File: src/rtl/assert_macros.svh
// ----------------------------------------------------------------------------
// assertion macros
// shared concurrent assertion forms for the ray/cap intersection block
// ----------------------------------------------------------------------------
`ifndef ASSERT_MACROS_SVH
`define ASSERT_MACROS_SVH

`ifndef SYNTHESIS

// same-cycle implication
`define ASSERT_IMPLIES(label, clk, rst, ante, cons) \
  label: assert property (@(posedge clk) disable iff (rst) (ante) |-> (cons)) \
    else $error("assertion failed");

// next-cycle implication
`define ASSERT_NEXT(label, clk, rst, ante, cons) \
  label: assert property (@(posedge clk) disable iff (rst) (ante) |=> (cons)) \
    else $error("assertion failed");

`else

`define ASSERT_IMPLIES(label, clk, rst, ante, cons)
`define ASSERT_NEXT(label, clk, rst, ante, cons)

`endif

`endif

File: src/rtl/rcci_pkg.sv
// ----------------------------------------------------------------------------
// rcci_pkg
// types, widths and divider helpers for the ray/cap intersection block
// ----------------------------------------------------------------------------
package rcci_pkg;

  // number format
  localparam int FRAC_BITS  = 16;
  localparam int WORD_WIDTH = 32;

  // internal widths
  localparam int NUM_W     = 54;                   // cap plane numerators
  localparam int DEN_W     = 38;                   // shared denominator
  localparam int DMAG_W    = DEN_W - 1;            // magnitude of denominator
  localparam int QUO_W     = WORD_WIDTH - 1;       // quotient bits below saturation
  localparam int DIV_SHIFT = QUO_W - FRAC_BITS;
  localparam int REM_W     = DMAG_W;
  localparam int OCC_W     = 34;                   // origin minus cap centre

  // item classification from the front end
  typedef enum logic [1:0] {
    CLS_BODY,
    CLS_PARALLEL,
    CLS_CAPS
  } cls_t;

  // configuration register file
  typedef struct packed {
    logic [2:0][31:0] center;
    logic [2:0][17:0] axis;
    logic [30:0]      radius;
    logic [30:0]      height;
  } cfg_t;

  // one queued item, front to back
  typedef struct packed {
    cls_t                   cls;
    logic [2:0][17:0]       dir;
    logic [2:0][OCC_W-1:0]  ocb;
    logic [2:0][OCC_W-1:0]  oct;
    logic [NUM_W-1:0]       num_b;
    logic [NUM_W-1:0]       num_t;
    logic [DEN_W-1:0]       den;
  } item_t;

  // one divider lane
  typedef struct packed {
    logic [REM_W-1:0] rem;
    logic [QUO_W-1:0] lo;
    logic [QUO_W-1:0] quo;
    logic             neg;
    logic             ovf;
  } dvl_t;

  // set up a lane: magnitude of the numerator, sign and divisor magnitude
  function automatic dvl_t div_init(logic [NUM_W-1:0] mag, logic neg,
                                    logic [DMAG_W-1:0] dm);
    dvl_t r;
    r.ovf = mag[NUM_W-1:DIV_SHIFT] >= (NUM_W - DIV_SHIFT)'(dm);
    r.rem = mag[DIV_SHIFT+REM_W-1:DIV_SHIFT];
    r.lo  = {mag[DIV_SHIFT-1:0], {FRAC_BITS{1'b0}}};
    r.quo = '0;
    r.neg = neg;
    return r;
  endfunction

  // one restoring step, one quotient bit
  function automatic dvl_t div_step(dvl_t x, logic [DMAG_W-1:0] dm);
    dvl_t           r;
    logic [REM_W:0] trial;
    logic [REM_W:0] diff;
    logic           ge;
    trial = {x.rem, x.lo[QUO_W-1]};
    diff  = trial - {1'b0, dm};
    ge    = trial >= {1'b0, dm};
    r     = x;
    r.rem = ge ? diff[REM_W-1:0] : trial[REM_W-1:0];
    r.lo  = {x.lo[QUO_W-2:0], 1'b0};
    r.quo = {x.quo[QUO_W-2:0], ge};
    return r;
  endfunction

  // signed, saturated distance from a finished lane
  function automatic logic [WORD_WIDTH-1:0] div_result(dvl_t x);
    logic [WORD_WIDTH-1:0] q;
    logic [WORD_WIDTH-1:0] r;
    q = {1'b0, x.quo};
    if (x.ovf) begin
      r = x.neg ? {1'b1, {QUO_W{1'b0}}} : {1'b0, {QUO_W{1'b1}}};
    end else begin
      r = x.neg ? (~q + 1'b1) : q;
    end
    return r;
  endfunction

endpackage

File: src/rtl/rcci_queue.sv
// ----------------------------------------------------------------------------
// rcci_queue
// short item queue between front end and back end
// ----------------------------------------------------------------------------
`include "assert_macros.svh"

module rcci_queue import rcci_pkg::*; #(
  parameter int DEPTH = 8
) (
  input  logic  clk,
  input  logic  rst,
  input  logic  push,
  input  item_t push_item,
  input  logic  pop,
  output logic  empty,
  output item_t head
);

  localparam int PTR_W = $clog2(DEPTH);
  localparam int CNT_W = $clog2(DEPTH + 1);

  item_t            mem [DEPTH];
  logic [PTR_W-1:0] wr_ptr;
  logic [PTR_W-1:0] rd_ptr;
  logic [CNT_W-1:0] count;
  logic             full;

  assign empty = count == '0;
  assign full  = count == CNT_W'(DEPTH);
  assign head  = mem[rd_ptr];

  // storage
  always_ff @(posedge clk) begin
    if (push) begin
      mem[wr_ptr] <= push_item;
    end
  end

  // pointers and fill level
  always_ff @(posedge clk) begin
    if (rst) begin
      wr_ptr <= '0;
      rd_ptr <= '0;
      count  <= '0;
    end else begin
      if (push) begin
        wr_ptr <= (wr_ptr == PTR_W'(DEPTH - 1)) ? '0 : wr_ptr + 1'b1;
      end
      if (pop) begin
        rd_ptr <= (rd_ptr == PTR_W'(DEPTH - 1)) ? '0 : rd_ptr + 1'b1;
      end
      count <= count + CNT_W'(push) - CNT_W'(pop);
    end
  end

  // front credit count must keep the queue from overflowing
  `ASSERT_IMPLIES(q_no_overflow, clk, rst, push, !full)
  `ASSERT_IMPLIES(q_ptr_match, clk, rst, count == '0, wr_ptr == rd_ptr)
  `ASSERT_NEXT(q_fill, clk, rst, push && !pop, !empty)

endmodule

File: config.mk
export PLATFORM = sky130hd
export DESIGN_NAME = rcci_queue
export DESIGN_NICKNAME = d
export VERILOG_FILES = /design/src/rtl/rcci_pkg.sv /design/src/rtl/rcci_queue.sv
export VERILOG_INCLUDE_DIRS = /design/src /design/src/rtl
export SDC_FILE = /design/constraint.sdc
export NUM_CORES = 2
export LEC_CHECK = 0
export BUFFER_PORTS_ARGS = -buffer_cell sky130_fd_sc_hd__buf_2
export CAP_MARGIN = 10
export CELL_PAD_IN_SITES_DETAIL_PLACEMENT = 0
export CELL_PAD_IN_SITES_GLOBAL_PLACEMENT = 1
export CORE_AREA = 8 8 495 497
export DETAILED_ROUTE_END_ITERATION = 16
export DIE_AREA = 0 0 503 505
export MAX_ROUTING_LAYER = met4
export PLACE_DENSITY = 0.76
export RECOVER_POWER = 25
export SLEW_MARGIN = 20
export SYNTH_ARGS = -nofsm -noshare
export SYNTH_HDL_FRONTEND = slang
export SYNTH_SLANG_ARGS = --single-unit
File: constraint.sdc
create_clock -name clk -period 44.2 [get_ports clk]
set_input_delay 8.84 -clock clk [delete_from_list [all_inputs] [get_ports clk]]
set_output_delay 8.84 -clock clk [all_outputs]
set_load 0.05 [all_outputs]
==> results.md <==
| Result | This run | Unit |
| --- | --- | --- |
| Result of the run | finished clean | - |
| Maxcap violations | 0 | - |
| Overall die height | 505 | µm |
| Post-Syn Nets | 5182 | - |
| Number of levels the H-tree was split into | 5 | - |
| Critical-path maximum fanout | 69 | - |
| Yosys warnings | 0 | - |
| Hold Violations, Final | 0 | - |
| Total overflow reported by the global router | 0 | - |
| Clock Sink Count | 3261 | - |
| Unrepaired setup endpoints after global routing | false | - |
| Area grow syn2layout | 14.6 | % |
| Largest delay share family, worst path | buffers and inverters | - |
| Hold Startpoint | rd_ptr[1] | - |
| Total Neg Setup Slack | 0 | ns |
| Number of port buffers | 816 | - |
| Psw | 0.00151 | W |
| Maximum resistive drop on vdd | 0.0468 | mV |
| Synthesized instance count | 4762 | - |
| Initial Util | 0.517 | - |
| Distinct cell type count of the synthesized netlist | 26 | - |
| Internal power of the cells | 0.00523 | W |
| Sequential element share of the synthesized area | 0.799 | - |
| Boundary Pins | 817 | - |
| Clock period minus worst slack | 15.96 | ns |
| Inserted Clock Buffers | 339 | - |
| Final wirelength | 263 | mm |
| Endpoint of the worst register-to-register path | mem[4][320] | - |
| Drc violations | 0 | - |
| Number of enable flip-flop cells after synthesis | 3248 | - |
| Slowest cell delay on critical path | 1.03 | ns |
| Cell area after synthesis | 122000 | µm² |
| Depth of the worst register-to-register path | 6 | - |
| Part of the power in the clock network | 0.400 | - |
| Total routing usage reported by global routing | 0.209 | - |
| Final setup violation count | 0 | - |
| Switching power share of the total | 0.224 | - |
| Total stage count of the critical path | 8 | - |
| Leading cell type in the layout, fill and taps excluded | sky130_fd_sc_hd__edfxtp_1 | - |
| Cell breakdown of the critical path | buf_4 > buf_4 > buf_4 > buf_4 > buf_4 > mux4_2 > mux2_2 > buf_2 | - |
| Slowest cell on crit path | sky130_fd_sc_hd__dfxtp_4 | - |
| Via count of the first global-routing pass | 55600 | - |
| Slew margin rel. | 0.253 | - |
| Launch point of the worst reg-to-reg path | wr_ptr[2] | - |
| CTS root buffer | sky130_fd_sc_hd__clkbuf_16 | - |
| Antenna violations before repair | 111 | - |
| Actual slew at the worst max-slew pin | 1.12 | ns |
| Iter 0 DRT Violations | 4927 | - |
| Maximum number of buffers from clock root to sink | 4 | - |
| Largest net degree at the start of global routing | 176 | - |
| Share of layout cells above drive strength 1 | 0.387 | - |
| RD Place Congestion | 0.767 | - |
| Share of power burned in combinational logic | 0.083 | - |
| Fillcell total | 16600 | - |
| Crit path top cell by count | sky130_fd_sc_hd__buf_4 | - |
| Placement row count | 179 | - |
| Pre-Repair DR Iteration Count | 5 | - |
| Count of state elements after synthesis | 3261 | - |
| Number of cells in the finished layout apart from fillers | 9292 | - |
| Worst-case setup slack after placement | 29.03 | ns |
| Dominant register cell in the synthesized netlist | sky130_fd_sc_hd__edfxtp_1 | - |
| Dominant cells by area after synthesis | sky130_fd_sc_hd__edfxtp_1, sky130_fd_sc_hd__mux4_2, sky130_fd_sc_hd__mux2_2 | - |
| Worst Setup Path Type | reg -> out | - |
| Worst hold path type | reg -> reg | - |
| Post-CTS Hold Fix Bufs | 0 | - |
| Max frequency | 62.7 | MHz |
| Vias after detailed routing | 54000 | - |
| Area share of the largest cell type after synthesis | 0.796 | - |
| Core Region | 237000 | µm² |
| Clock tree from TritonCTS | built | - |
| Insertion delay to the later sink of the worst-skew pair | 0.93 | ns |
| First-pass GRT wire length | 383 | mm |
| Placed Cells incl. Taps | 8608 | - |
| Fraction of registers with async set/reset | 0 | - |
| Half-perimeter wire length of the detailed placement result | 148 | mm |
| Average size of a mapped cell | 25.7 | µm² |
| Final max-slew violation count | 0 | - |
| Routed Antenna Nets | 0 | - |
| Number of buffers and inverters on the critical path | 6 | - |
| Post-CTS setup-driven buffer insertion count | 0 | - |
| Power density normalized to cell area | 48.0 | nW/µm² |
| Most frequent cells in the layout | sky130_fd_sc_hd__edfxtp_1, sky130_fd_sc_hd__mux4_2, sky130_fd_sc_hd__buf_2 | - |
| Final period util | 0.361 | - |
| Worst hold slack | 0.480 | ns |
| Worst setup path end | head[285] | - |
| Die area | 254000 | µm² |
| Final setup skew | 0.0667 | ns |
| Cell type contributing the most total cell area after synthesis | sky130_fd_sc_hd__edfxtp_1 | - |
| Leakage power figure | 43.6 | nW |
| Post-DR wirelength/cell | 28.3 | µm |
| Critical path startpoint category | flip-flop | - |
| Post-route setup slack | 28.24 | ns |
| Part of the power in registers | 0.517 | - |
| Mean number of vias per cell | 5.81 | - |
| Clock edge transition at the registers on the reported setup and hold paths | 0.06 | ns |
| Fin util | 0.592 | - |
| Width of the chip | 503 | µm |
| Count of nets after finishing | 6203 | - |
| Count of instances resized after the clock tree is built | 0 | - |
| Required time of the critical path | 35.36 | ns |
| R2R setup slack | 38.83 | ns |
| Data arrival time of the worst path | 7.12 | ns |
| Kind of capture point of the worst setup path | output port | - |
-- final cells by class --
cell class	count	area [µm²]	area share
antenna	92	230	0.00164
clock buffer	418	8920	0.0635
clock inverter	173	1550	0.0110
sequential	3261	97800	0.697
inverter	7	26.3	0.000187
tap	3167	3960	0.0282
multi-input combinational	1268	23300	0.166
timing repair buffer	906	4610	0.0328
-- registers in the layout, indices dropped and copies added, names as in the netlist, named ones only --
| signal | count |
|---|---|
| count | 4 |
| mem | 3248 |
| rd_ptr | 3 |
| wr_ptr | 3 |
-- cell usage after synthesis, drive strengths merged (3+ instances only) --
cell and number:
a21oi 5, buf 153, clkbuf 73, dfxtp 13
edfxtp 3248, ha 9, inv 7, mux2 406
mux4 812, nand2 3, nand2b 6, nor2 11
nor2b 3
-- power by group through the flow --
stage | Clock (W) | Combinational [W] | Sequential (W)
2_1_floorplan | 0 | 0.000396 | 0.00360
3_3_place_gp | 0 | 0.000565 | 0.00354
3_5_place_dp | 0 | 0.000571 | 0.00355
4_1_cts | 0.00275 | 0.000573 | 0.00348
5_1_grt | 0.00287 | 0.000589 | 0.00349
6_report | 0.00269 | 0.000561 | 0.00348
-- routing by layer --
layer	vias up	GRT usage	part of all wire	wire [µm]
met4	0	0.0555	0.028	7250
met5	-	-	0	0
met1	28800	0.281	0.41	107000
li1	22800	-	-	-
met3	444	0.0561	0.084	22100
met2	1916	0.322	0.48	127000
-- logic make-up (layout without fill, tap and decap cells) --
logic type / after synthesis / after routing / synth area share
compound gates: 7 / 7 / 0.000317
xor+xnor: 1 / 1 / 0.0000715
fa+ha+maj: 10 / 10 / 0.00108
buf+inv: 233 / 1504 / 0.0119
flops: 3261 / 3261 / 0.799
mux: 1220 / 1220 / 0.187
other cells: 0 / 92 / 0
simple gates: 30 / 30 / 0.00125
-- worst min path at each step --
stage                            to  slack (ns)  cells past startpoint
after CTS                 flip-flop        0.48                      2
final                     flip-flop        0.48                      2
after floorplan           flip-flop        0.46                      2
after global placement    flip-flop        0.47                      2
after global routing      flip-flop        0.52                      2
after detailed placement  flip-flop        0.47                      2
-- stage by stage --
stage	total power (W)	cell area, µm²
final	0.00674	140000
after global routing	0.00695	140000
after CTS	0.00681	140000
after detailed placement	0.00412	130000
after global placement	0.00411	130000
after floorplan	0.00399	122000
-- worst register-to-register path, delay by kind of cell, from the launching register on --
| kind | cells | cell delay, ns |
|---|---|---|
| buf+inv | 4 | 3.31 |
| simple gates | 2 | 1.08 |
| flops | 1 | 0.49 |
Power figures use the tool's default switching activity.
